File: config.mk
export PLATFORM = sky130hd
export DESIGN_NAME = sha256_stream_hasher_flat
export DESIGN_NICKNAME = d
export VERILOG_FILES = /design/src/hdl/sha256_pkg.sv /design/src/hdl/sha256_if.sv /design/src/hdl/sha256_dp.sv /design/src/hdl/sha256_ctrl.sv /design/src/hdl/sha256_stream_hasher.sv /design/src/flat_wrapper.sv
export SDC_FILE = /design/constraint.sdc
export NUM_CORES = 2
export LEC_CHECK = 0
export BUFFER_PORTS_ARGS = -buffer_cell sky130_fd_sc_hd__buf_2
export CORE_ASPECT_RATIO = 2
export CORE_MARGIN = 2
export CORE_UTILIZATION = 55
export CTS_CLUSTER_SIZE = 10
export DETAILED_ROUTE_END_ITERATION = 16
export PLACE_DENSITY = 0.71
export SLEW_MARGIN = 40
export SYNTH_ARGS = -nofsm -noshare
export SYNTH_HDL_FRONTEND = slang
export SYNTH_HIERARCHICAL = 1
export SYNTH_SLANG_ARGS = --single-unit
File: constraint.sdc
create_clock -name clk_i -period 21 [get_ports clk_i]
set_input_delay 4.2 -clock clk_i [delete_from_list [all_inputs] [get_ports clk_i]]
set_output_delay 4.2 -clock clk_i [all_outputs]
set_load 0.05 [all_outputs]
File: src/hdl/sha256_pkg.sv
// Shared types and constants for the SHA-256 byte stream hasher.
// Used by the controller, datapath and top level; depends on nothing.
`default_nettype none

package sha256_pkg;

  // Controller states
  typedef enum logic [2:0] {
    ST_IDLE,
    ST_PAD,
    ST_COMP,
    ST_UPDATE,
    ST_EMIT
  } ctrl_state_e;

  // Source of the byte shifted into the block window
  typedef enum logic [1:0] {
    SEL_MSG,
    SEL_PAD80,
    SEL_ZERO,
    SEL_LEN
  } byte_sel_e;

  // Commands from controller to datapath
  typedef struct packed {
    logic       shift_en;
    byte_sel_e  byte_sel;
    logic       count_bits;
    logic       load_v;
    logic       round_en;
    logic [5:0] round;
    logic       update;
    logic       restart;
    logic [2:0] word_sel;
  } dp_cmd_t;

  localparam logic [5:0] LEN_START  = 6'd56;
  localparam logic [5:0] LAST_FILL  = 6'd63;
  localparam logic [5:0] LAST_ROUND = 6'd63;
  localparam logic [2:0] LAST_WORD  = 3'd7;
  localparam logic [7:0] PAD_BYTE   = 8'h80;

  localparam logic [31:0] INIT_HASH [8] = '{
    32'h6a09e667, 32'hbb67ae85, 32'h3c6ef372, 32'ha54ff53a,
    32'h510e527f, 32'h9b05688c, 32'h1f83d9ab, 32'h5be0cd19
  };

  localparam logic [31:0] ROUND_K [64] = '{
    32'h428a2f98, 32'h71374491, 32'hb5c0fbcf, 32'he9b5dba5,
    32'h3956c25b, 32'h59f111f1, 32'h923f82a4, 32'hab1c5ed5,
    32'hd807aa98, 32'h12835b01, 32'h243185be, 32'h550c7dc3,
    32'h72be5d74, 32'h80deb1fe, 32'h9bdc06a7, 32'hc19bf174,
    32'he49b69c1, 32'hefbe4786, 32'h0fc19dc6, 32'h240ca1cc,
    32'h2de92c6f, 32'h4a7484aa, 32'h5cb0a9dc, 32'h76f988da,
    32'h983e5152, 32'ha831c66d, 32'hb00327c8, 32'hbf597fc7,
    32'hc6e00bf3, 32'hd5a79147, 32'h06ca6351, 32'h14292967,
    32'h27b70a85, 32'h2e1b2138, 32'h4d2c6dfc, 32'h53380d13,
    32'h650a7354, 32'h766a0abb, 32'h81c2c92e, 32'h92722c85,
    32'ha2bfe8a1, 32'ha81a664b, 32'hc24b8b70, 32'hc76c51a3,
    32'hd192e819, 32'hd6990624, 32'hf40e3585, 32'h106aa070,
    32'h19a4c116, 32'h1e376c08, 32'h2748774c, 32'h34b0bcb5,
    32'h391c0cb3, 32'h4ed8aa4a, 32'h5b9cca4f, 32'h682e6ff3,
    32'h748f82ee, 32'h78a5636f, 32'h84c87814, 32'h8cc70208,
    32'h90befffa, 32'ha4506ceb, 32'hbef9a3f7, 32'hc67178f2
  };

endpackage

`default_nettype wire

File: src/hdl/sha256_if.sv
// Valid/ready channel interfaces for message bytes in and digest words out.
// Standalone; no package dependency.
`default_nettype none

interface sha256_in_if;
  logic       valid;
  logic       ready;
  logic [7:0] data_byte;
  logic       byte_present;
  logic       end_of_message;

  modport source (output valid, output data_byte, output byte_present,
                  output end_of_message, input ready);
  modport sink   (input valid, input data_byte, input byte_present,
                  input end_of_message, output ready);
endinterface

interface sha256_out_if;
  logic        valid;
  logic        ready;
  logic [31:0] digest_word;
  logic [2:0]  word_index;
  logic        last_word;

  modport source (output valid, output digest_word, output word_index,
                  output last_word, input ready);
  modport sink   (input valid, input digest_word, input word_index,
                  input last_word, output ready);
endinterface

`default_nettype wire

File: src/hdl/sha256_dp.sv
// SHA-256 datapath: block window / message schedule, working variables,
// chaining words and bit count. Depends on sha256_pkg.
`default_nettype none

module sha256_dp (
  input  wire logic                clk_i,
  input  wire logic                rst_ni,
  input  wire sha256_pkg::dp_cmd_t cmd_i,
  input  wire logic [7:0]          data_byte_i,
  output logic [31:0]              digest_word_o
);

  function automatic logic [31:0] rotr(input logic [31:0] x, input int unsigned amt);
    rotr = (x >> amt) | (x << (32 - amt));
  endfunction

  logic [31:0]  chain_q [8];
  logic [31:0]  chain_d [8];
  logic [31:0]  v_q [8];
  logic [31:0]  v_d [8];
  logic [511:0] w_q;
  logic [511:0] w_d;
  logic [63:0]  bits_q;
  logic [63:0]  bits_d;
  logic [7:0]   shift_byte;
  logic [31:0]  w_next;
  logic [31:0]  w_lo;
  logic [31:0]  w_hi;
  logic [31:0]  big0;
  logic [31:0]  big1;
  logic [31:0]  choose;
  logic [31:0]  major;
  logic [31:0]  t_one;
  logic [31:0]  t_two;

  // Pick the byte that enters the window
  always_comb begin
    case (cmd_i.byte_sel)
      sha256_pkg::SEL_MSG:   shift_byte = data_byte_i;
      sha256_pkg::SEL_PAD80: shift_byte = sha256_pkg::PAD_BYTE;
      sha256_pkg::SEL_ZERO:  shift_byte = 8'h00;
      sha256_pkg::SEL_LEN:   shift_byte = bits_q[63:56];
      default:               shift_byte = 8'h00;
    endcase
  end

  // Schedule word sixteen ahead of the word at the top of the window
  always_comb begin
    w_lo   = w_q[32*14 +: 32];
    w_hi   = w_q[32*1 +: 32];
    w_next = w_q[32*15 +: 32]
           + (rotr(w_lo, 7) ^ rotr(w_lo, 18) ^ (w_lo >> 3))
           + w_q[32*6 +: 32]
           + (rotr(w_hi, 17) ^ rotr(w_hi, 19) ^ (w_hi >> 10));
  end

  // One compression round
  always_comb begin
    big1   = rotr(v_q[4], 6) ^ rotr(v_q[4], 11) ^ rotr(v_q[4], 25);
    choose = (v_q[4] & v_q[5]) ^ (~v_q[4] & v_q[6]);
    t_one  = v_q[7] + big1 + choose + sha256_pkg::ROUND_K[cmd_i.round]
           + w_q[32*15 +: 32];
    big0   = rotr(v_q[0], 2) ^ rotr(v_q[0], 13) ^ rotr(v_q[0], 22);
    major  = (v_q[0] & v_q[1]) ^ (v_q[0] & v_q[2]) ^ (v_q[1] & v_q[2]);
    t_two  = big0 + major;
  end

  // Next values of window and working variables
  always_comb begin
    w_d = w_q;
    v_d = v_q;
    if (cmd_i.shift_en) begin
      w_d = {w_q[503:0], shift_byte};
    end else if (cmd_i.round_en) begin
      w_d = {w_q[479:0], w_next};
    end
    if (cmd_i.load_v) begin
      v_d = chain_q;
    end else if (cmd_i.round_en) begin
      v_d[7] = v_q[6];
      v_d[6] = v_q[5];
      v_d[5] = v_q[4];
      v_d[4] = v_q[3] + t_one;
      v_d[3] = v_q[2];
      v_d[2] = v_q[1];
      v_d[1] = v_q[0];
      v_d[0] = t_one + t_two;
    end
  end

  // Next values of chaining words and bit count
  always_comb begin
    chain_d = chain_q;
    bits_d  = bits_q;
    if (cmd_i.restart) begin
      chain_d = sha256_pkg::INIT_HASH;
      bits_d  = 64'd0;
    end else begin
      if (cmd_i.update) begin
        for (int i = 0; i < 8; i++) begin
          chain_d[i] = chain_q[i] + v_q[i];
        end
      end
      if (cmd_i.count_bits) begin
        bits_d = bits_q + 64'd8;
      end else if (cmd_i.shift_en && cmd_i.byte_sel == sha256_pkg::SEL_LEN) begin
        bits_d = {bits_q[55:0], 8'h00};
      end
    end
  end

  // Chaining words and bit count; reset loads the initial hash and clears the count
  always_ff @(posedge clk_i or negedge rst_ni) begin
    if (!rst_ni) begin
      chain_q <= sha256_pkg::INIT_HASH;
      bits_q  <= 64'd0;
    end else begin
      chain_q <= chain_d;
      bits_q  <= bits_d;
    end
  end

  // Payload registers
  always_ff @(posedge clk_i) begin
    w_q <= w_d;
    v_q <= v_d;
  end

  assign digest_word_o = chain_q[cmd_i.word_sel];

endmodule

`default_nettype wire

File: src/hdl/sha256_ctrl.sv
// SHA-256 controller: byte fill count, padding sequence, round count and
// digest output sequencing. Depends on sha256_pkg.
`default_nettype none

module sha256_ctrl (
  input  wire logic        clk_i,
  input  wire logic        rst_ni,
  input  wire logic        in_valid_i,
  input  wire logic        byte_present_i,
  input  wire logic        end_of_message_i,
  output logic             in_ready_o,
  output logic             out_valid_o,
  input  wire logic        out_ready_i,
  output logic [2:0]       word_index_o,
  output logic             last_word_o,
  output sha256_pkg::dp_cmd_t cmd_o
);

  sha256_pkg::ctrl_state_e state_q;
  sha256_pkg::ctrl_state_e state_d;
  sha256_pkg::byte_sel_e   pad_sel;
  logic [5:0] fill_q;
  logic [5:0] round_q;
  logic [2:0] idx_q;
  logic       finish_q;
  logic       sent80_q;
  logic       len_ok_q;
  logic       in_acc;
  logic       out_acc;
  logic       msg_shift;
  logic       shift;
  logic       block_done;
  logic       emit_done;

  assign in_acc     = in_valid_i && (state_q == sha256_pkg::ST_IDLE);
  assign out_acc    = out_ready_i && (state_q == sha256_pkg::ST_EMIT);
  assign msg_shift  = in_acc && byte_present_i;
  assign shift      = msg_shift || (state_q == sha256_pkg::ST_PAD);
  assign block_done = shift && (fill_q == sha256_pkg::LAST_FILL);
  assign emit_done  = out_acc && (idx_q == sha256_pkg::LAST_WORD);

  // Padding byte: marker, then zeros, then length in the final block
  always_comb begin
    if (!sent80_q) begin
      pad_sel = sha256_pkg::SEL_PAD80;
    end else if (len_ok_q && fill_q >= sha256_pkg::LEN_START) begin
      pad_sel = sha256_pkg::SEL_LEN;
    end else begin
      pad_sel = sha256_pkg::SEL_ZERO;
    end
  end

  // Next state
  always_comb begin
    state_d = state_q;
    case (state_q)
      sha256_pkg::ST_IDLE: begin
        if (in_acc) begin
          if (block_done) begin
            state_d = sha256_pkg::ST_COMP;
          end else if (end_of_message_i) begin
            state_d = sha256_pkg::ST_PAD;
          end
        end
      end
      sha256_pkg::ST_PAD: begin
        if (block_done) begin
          state_d = sha256_pkg::ST_COMP;
        end
      end
      sha256_pkg::ST_COMP: begin
        if (round_q == sha256_pkg::LAST_ROUND) begin
          state_d = sha256_pkg::ST_UPDATE;
        end
      end
      sha256_pkg::ST_UPDATE: begin
        if (!finish_q) begin
          state_d = sha256_pkg::ST_IDLE;
        end else if (len_ok_q) begin
          state_d = sha256_pkg::ST_EMIT;
        end else begin
          state_d = sha256_pkg::ST_PAD;
        end
      end
      sha256_pkg::ST_EMIT: begin
        if (emit_done) begin
          state_d = sha256_pkg::ST_IDLE;
        end
      end
      default: state_d = sha256_pkg::ST_IDLE;
    endcase
  end

  // Outputs and datapath commands
  always_comb begin
    in_ready_o  = (state_q == sha256_pkg::ST_IDLE);
    out_valid_o = (state_q == sha256_pkg::ST_EMIT);
    word_index_o = idx_q;
    last_word_o  = (idx_q == sha256_pkg::LAST_WORD);
    cmd_o.shift_en   = shift;
    cmd_o.byte_sel   = (state_q == sha256_pkg::ST_PAD) ? pad_sel : sha256_pkg::SEL_MSG;
    cmd_o.count_bits = msg_shift;
    cmd_o.load_v     = block_done;
    cmd_o.round_en   = (state_q == sha256_pkg::ST_COMP);
    cmd_o.round      = round_q;
    cmd_o.update     = (state_q == sha256_pkg::ST_UPDATE);
    cmd_o.restart    = emit_done;
    cmd_o.word_sel   = idx_q;
  end

  // Advance state and counters
  always_ff @(posedge clk_i or negedge rst_ni) begin
    if (!rst_ni) begin
      state_q  <= sha256_pkg::ST_IDLE;
      fill_q   <= '0;
      round_q  <= '0;
      idx_q    <= '0;
      finish_q <= 1'b0;
      sent80_q <= 1'b0;
      len_ok_q <= 1'b0;
    end else begin
      state_q <= state_d;
      if (shift) begin
        fill_q <= fill_q + 6'd1;
      end
      if (state_q == sha256_pkg::ST_COMP) begin
        round_q <= round_q + 6'd1;
      end
      if (out_acc) begin
        idx_q <= idx_q + 3'd1;
      end
      if (in_acc && end_of_message_i) begin
        finish_q <= 1'b1;
      end
      if (state_q == sha256_pkg::ST_PAD && !sent80_q) begin
        sent80_q <= 1'b1;
        if (fill_q < sha256_pkg::LEN_START) begin
          len_ok_q <= 1'b1;
        end
      end
      if (state_q == sha256_pkg::ST_UPDATE && finish_q && sent80_q) begin
        len_ok_q <= 1'b1;
      end
      if (emit_done) begin
        finish_q <= 1'b0;
        sent80_q <= 1'b0;
        len_ok_q <= 1'b0;
      end
    end
  end

  // Digest goes out only after a full block boundary
  a_emit_aligned: assert property (@(posedge clk_i) disable iff (!rst_ni)
    (state_q == sha256_pkg::ST_EMIT) |-> (fill_q == 6'd0 && round_q == 6'd0))
    else $error("digest emitted with pending bytes or rounds");

  // Length bytes only after the padding marker
  a_len_after_marker: assert property (@(posedge clk_i) disable iff (!rst_ni)
    len_ok_q |-> sent80_q)
    else $error("length phase without padding marker");

  // Message is closed down after the last digest word
  a_restart: assert property (@(posedge clk_i) disable iff (!rst_ni)
    emit_done |=> (state_q == sha256_pkg::ST_IDLE && !finish_q && idx_q == 3'd0))
    else $error("hasher not restarted after digest");

  // Compression always begins at round zero
  a_round_start: assert property (@(posedge clk_i) disable iff (!rst_ni)
    block_done |=> (state_q == sha256_pkg::ST_COMP && round_q == 6'd0))
    else $error("compression started mid-sequence");

endmodule

`default_nettype wire

File: src/hdl/sha256_stream_hasher.sv
// SHA-256 over a byte stream: top level joining controller and datapath.
// Depends on sha256_pkg, sha256_in_if, sha256_out_if, sha256_ctrl, sha256_dp.
//
//   port    dir  beat                                      accept
//   msg_i   in   data_byte[8], byte_present, end_of_message valid && ready
//   dig_o   out  digest_word[32], word_index[3], last_word  valid && ready
//
// Message bytes are taken one per cycle while a block fills.
// Each full block closes the input while the shared round unit runs the
// compression rounds and the result is added into the chaining words.
// End of message shifts in padding one byte per cycle, over one or two
// compressions, then offers eight digest beats.
// Output stalls hold the digest beat; no input is taken until the last beat.
// Reset loads the initial hash values and clears the bit count at once.
`default_nettype none

module sha256_stream_hasher (
  input  wire logic   clk_i,
  input  wire logic   rst_ni,
  sha256_in_if.sink   msg_i,
  sha256_out_if.source dig_o
);

  sha256_pkg::dp_cmd_t cmd;

  sha256_ctrl u_ctrl (
    .clk_i            (clk_i),
    .rst_ni           (rst_ni),
    .in_valid_i       (msg_i.valid),
    .byte_present_i   (msg_i.byte_present),
    .end_of_message_i (msg_i.end_of_message),
    .in_ready_o       (msg_i.ready),
    .out_valid_o      (dig_o.valid),
    .out_ready_i      (dig_o.ready),
    .word_index_o     (dig_o.word_index),
    .last_word_o      (dig_o.last_word),
    .cmd_o            (cmd)
  );

  sha256_dp u_dp (
    .clk_i         (clk_i),
    .rst_ni        (rst_ni),
    .cmd_i         (cmd),
    .data_byte_i   (msg_i.data_byte),
    .digest_word_o (dig_o.digest_word)
  );

endmodule

`default_nettype wire
File: src/flat_wrapper.sv
// flat-port wrapper written by rule: the top's interface ports become plain ports
module sha256_stream_hasher_flat 
  (clk_i, rst_ni, msg_i_valid, msg_i_data_byte, msg_i_byte_present, msg_i_end_of_message, msg_i_ready, dig_o_valid, dig_o_digest_word, dig_o_word_index, dig_o_last_word, dig_o_ready);
  sha256_in_if msg_i_i ();
  sha256_out_if dig_o_i ();
  input  wire logic clk_i;
  input  wire logic rst_ni;
  input wire logic [$bits(msg_i_i.valid)-1:0] msg_i_valid;
  input wire logic [$bits(msg_i_i.data_byte)-1:0] msg_i_data_byte;
  input wire logic [$bits(msg_i_i.byte_present)-1:0] msg_i_byte_present;
  input wire logic [$bits(msg_i_i.end_of_message)-1:0] msg_i_end_of_message;
  output wire logic [$bits(msg_i_i.ready)-1:0] msg_i_ready;
  output wire logic [$bits(dig_o_i.valid)-1:0] dig_o_valid;
  output wire logic [$bits(dig_o_i.digest_word)-1:0] dig_o_digest_word;
  output wire logic [$bits(dig_o_i.word_index)-1:0] dig_o_word_index;
  output wire logic [$bits(dig_o_i.last_word)-1:0] dig_o_last_word;
  input wire logic [$bits(dig_o_i.ready)-1:0] dig_o_ready;
  assign msg_i_i.valid = msg_i_valid;
  assign msg_i_i.data_byte = msg_i_data_byte;
  assign msg_i_i.byte_present = msg_i_byte_present;
  assign msg_i_i.end_of_message = msg_i_end_of_message;
  assign msg_i_ready = msg_i_i.ready;
  assign dig_o_valid = dig_o_i.valid;
  assign dig_o_digest_word = dig_o_i.digest_word;
  assign dig_o_word_index = dig_o_i.word_index;
  assign dig_o_last_word = dig_o_i.last_word;
  assign dig_o_i.ready = dig_o_ready;
  sha256_stream_hasher u_core (.clk_i(clk_i), .rst_ni(rst_ni), .msg_i(msg_i_i), .dig_o(dig_o_i));
endmodule
# Yosys cells after proc, flatten, opt, wreduce, memory -nomap -nowiden
# Memories as Yosys holds them, arrays and structs flattened.
# Cells that the tools add are included.
# word_totals
register_bits	1109
rom_bits	2048
mem_count	1
# mem_list
name	words	word_bits	rd	rd_ports_with_merged_regs	write_ports	line	source
(name not given)	64	32	1	0	0	sha256_dp.sv:61	t_one = v_q[7] + big1 + choose + sha256_pkg::ROUND_K[cmd_i.round]
# op_classes
addsub	22
order_cmp	4
eq_ne	15
mux	35
n_bitwise	29
n_reduce_logical	25
# op_table
cell	n
256-bit 2-to-1 mux	4
512-bit 2-to-1 mux	2
32-bit adder	18
32-bit XOR	9
64-bit 2-to-1 mux	3
32-bit bitwise AND	5
32-bit 2-to-1 mux	4
32-bit binary-select mux with 3-bit select	1
64-bit by 4-bit adder with 64-bit output, second input constant	1
32-bit NOT	1
10-bit by 32-bit OR with 32-bit output	1
13-bit by 32-bit OR with 32-bit output	1
14-bit by 32-bit OR with 32-bit output	1
15-bit by 32-bit OR with 32-bit output	1
19-bit by 32-bit OR with 32-bit output	1
21-bit by 32-bit OR with 32-bit output	1
25-bit by 32-bit OR with 32-bit output	1
26-bit by 32-bit OR with 32-bit output	1
30-bit by 32-bit OR with 32-bit output	1
7-bit by 32-bit OR with 32-bit output	1
8-bit case mux with 4 select lines	1
32-bit by 22-bit XOR with 32-bit output	1
32-bit by 29-bit XOR with 32-bit output	1
3-bit 2-to-1 mux	8
29 further kinds	61

# Depth between registers and ports, before layout
# depth
word_depth	10
depth_mapped	38
depth_no_buf	35

# Hierarchy
# The synthesis kept the hierarchy.
# modules_own_cells
module	n_inst	cells_each	area_each_um2
sha256_dp	1	7050	75685.1
sha256_ctrl	1	112	1179.9

# Worst setup path after synthesis
# Ideal clock, no wire load.
# synth_timing
kind	input-to-reg
from	input msg_i_byte_present
to	register u_core.u_dp.w_q[0] (enable)
setup_time_ns	0.667
arrival_ns	11.700
slack_ns	8.634
stages	7
path_buffers	4
cell_sequence	a21oi_1 -> nor2_2 -> buf_4 -> clkbuf_1 -> clkbuf_1 -> clkbuf_1 -> or2_2
# synth_via
elab_chain_len	3
# synth_rtl
element	line	source
from (decl)	flat_wrapper.sv:10	input wire logic [$bits(msg_i_i.byte_present)-1:0] msg_i_byte_present;
1-bit logical AND	sha256_ctrl.sv:37	assign msg_shift = in_acc && byte_present_i;
1-bit logical OR	sha256_ctrl.sv:38	assign shift = msg_shift || (state_q == sha256_pkg::ST_PAD);
via u_core.u_ctrl.shift	sha256_ctrl.sv:31	logic shift;
2-bit nonzero test (no line)	--	
to (signal assigned)	sha256_dp.sv:125	w_q <= w_d;
to (decl)	sha256_dp.sv:21	logic [511:0] w_q;
# The timed path passes the listed nets, and every way through them passes these cells.
# A chain may end at the register's enable or synchronous reset.

==> run summary <==
CTS tree -> yes
first-pass GRT wire length -> 375 mm
r2r setup slk -> 11070 ps
Crit. End Element -> flip-flop
# port buffers -> 51
cells on worst reg2reg path -> 33
synth unique cells -> 109
max-cap violations -> 0
fill count -> 11766
Hold Path Origin -> u_core/u_dp/chain_q[172]
Storage cell area -> 31700 um^2
cell depth of the worst min-delay path -> 2
Avg Inst Size Synth -> 10.7 um^2
Pins Over Slew Limit -> 0
vias per std cell -> 6.31
syn_nets -> 7767
Worst Hold Class -> flip-flop to flip-flop
Post-route DRC -> 0
Hold Vio Cnt, Final -> 0
cell accounting for the most synthesized area -> edfxtp_1
post-cts resize count -> 0
hold endpoint -> u_core/u_dp/chain_q[172]
Detailed Place HPWL -> 188 mm
largest net degree at the start of global routing -> 180
Setup violations, final -> 0
Seq cells post-synth -> 1106
fin crit share -> 47.3%
Multi-input gate area -> 42200 um^2
final wirelength -> 255 mm
synthesized cell area -> 76900 um^2
crit path DAT -> 10430 ps
antenna viol nets, final -> 0
synth-to-layout area growth -> 8.02%
Clock Pin Slew Worst Setup and Hold Paths -> 60 ps
Synth Instances -> 7162
initial antenna violation count -> 9
share of layout cells above drive strength 1 -> 18.4%
sequential area share after synthesis -> 41.2%
clk buf depth -> 4
Fin Setup TNS -> 0 ps
Top Ports -> 52
root buf cell -> clkbuf_16
starting density of the core -> 55.2%
Clock Skews -> 48.0 ps
DRT iter0 DRCs -> 4509
total of warnings raised by yosys -> 6
clk_lat worst skew -> 780 ps
Layout Nets -> 7691
CTS buffer count -> 138
Synth area leaders -> edfxtp_1 (30%), mux2_2 (10%), dfrtp_1 (6.6%)
Worst-Margin Slew -> 1000 ps
Row Count -> 194
clk sink count -> 1106
Post-synth top cells -> edfxtp_1 (768), mux2_2 (711), o21ai_0 (534)
Max Clk Rate -> 101 MHz
die width -> 268 um
Die ar. -> 143000 um^2
WS Path Type -> flip-flop to flip-flop
Avg WL per Cell -> 28.3 um
vias in the first global route -> 59148
GRT Util Overall -> 35.8%
Post-CTS Setup Inserts -> 0
delay of the slowest critical-path stage -> 720 ps
number of enable flip-flop cells after synthesis -> 768
Placer Congestion -> 1.03
Core ar. -> 139000 um^2
minimum clock period after layout -> 9940 ps
Chip Height -> 533 um
Crit-path slowest cell -> nand2_1
via count -> 56895
Synth async-reset ratio -> 30.6%
WP data required -> 21490 ps
CP Max Fanout -> 20
Max-Slew Margin vs Limit -> 32.5%
dominant cell by count in the synthesized netlist -> edfxtp_1
# hold bufs at CTS -> 0
RSZ-0062 raised after global routing -> false
Initial DRT Pass Iterations -> 6
worst reg2reg startpoint -> u_core/u_ctrl/round_q[0]
post-synth top area share -> 30.0%
GR Overflow Total -> 0
Worst Setup Start Kind -> flip-flop
R2R Path End -> u_core/u_dp/v_q[254]
outcome -> completed
Max H-tree Level -> 4
Synth Flop Type -> edfxtp_1
[flip-flops by register name, summed over array words and instances, names as in the netlist]
register and cells:
u_core/u_dp/w_q 512, u_core/u_dp/chain_q 256, u_core/u_dp/v_q 256, u_core/u_dp/bits_q 61, u_core/u_ctrl/fill_q 6, u_core/u_ctrl/round_q 6
u_core/u_ctrl/state_q 3, u_core/u_ctrl/word_index_o 3, u_core/u_ctrl/finish_q 1, u_core/u_ctrl/len_ok_q 1, u_core/u_ctrl/sent80_q 1
[metrics by stage]
stage / hold slack, ps / std cells / utilization (%) / cell area, um^2 / setup slack [ps]
after floorplan: 458 / 7162 / - / 76900 / 8630
after global placement: 478 / 8792 / 56.6 / 78800 / 11180
after detailed placement: 501 / 8799 / 56.7 / 79000 / 11280
after CTS: 512 / 9008 / 59.4 / 82800 / 11220
after global routing: 524 / 9018 / 59.6 / 83000 / 10730
final: 516 / 9019 / 59.6 / 83000 / 11070
[per-layer routing]
layer | global-route usage, % | routed length [um] | vias to the layer above
met2 | 63.2 | 130000 | 1983
met1 | 33.7 | 80900 | 28228
met5 | 0 | 80 | -
met3 | 6.32 | 12200 | 970
met4 | 36.2 | 32200 | 12
li1 | - | - | 25702
[cells by family after synthesis]
family / synth area share, %
flip-flops: 41.2
multiplexers: 13.3
AND/OR/NAND/NOR: 8.71
adder cells (fa/ha/maj): 11.8
XOR/XNOR: 6.98
buffers and inverters: 4.11
AO/OA/AOI/OAI: 13.8
[worst max path at each step]
stage                             startpoint                   end  slack, ps  cells past startpoint
CTS                 u_core/u_ctrl/round_q[0]  u_core/u_dp/v_q[254]      11220                     34
global route        u_core/u_ctrl/round_q[0]  u_core/u_dp/v_q[254]      10730                     34
floorplan                 msg_i_byte_present    u_core/u_dp/w_q[0]       8630                      7
global placement                 msg_i_valid  u_core/u_dp/w_q[329]      11180                      8
detailed placement  u_core/u_ctrl/round_q[0]  u_core/u_dp/v_q[254]      11280                     34
finish              u_core/u_ctrl/round_q[0]  u_core/u_dp/v_q[254]      11070                     33
[final cells by class]
cell class / count / area share (%)
multi-input combinational: 5227 / 50.8
sequential: 1106 / 38.2
clock buffer: 197 / 4.44
tap: 1862 / 2.81
inverter: 462 / 2.09
timing repair buffer: 151 / 1.54
clock inverter: 12 / 0.108
antenna: 2 / 0.00603
[cell usage in the layout (no fill, tap or decap), drive strengths merged, types with 94 or more instances in the layout]
| cell type | n |
|---|---|
| a21o | 190 |
| a21oi | 475 |
| buf | 149 |
| clkbuf | 199 |
| dfrtp | 202 |
| dfstp | 136 |
| edfxtp | 768 |
| fa | 195 |
| ha | 396 |
| inv | 465 |
| mux2 | 711 |
| nand2 | 519 |
| nand3 | 94 |
| nor2 | 389 |
| o21ai | 554 |
| xnor2 | 374 |
| xor2 | 239 |
[worst max-delay path, delay by kind of cell (launching register included)]
| family | cells | cell delay [ps] |
|---|---|---|
| AOI/OAI and AO/OA | 15 | 3980 |
| adders and majority gates | 6 | 2500 |
| and+or+nand+nor | 5 | 1680 |
| buffers and inverters | 5 | 750 |
| xor gates and xnor gates | 2 | 400 |
| DFF | 1 | 320 |
Power is left out: the tool's default activity adds up to more than one toggle a clock period on the data nets, which glitch-free logic cannot reach.
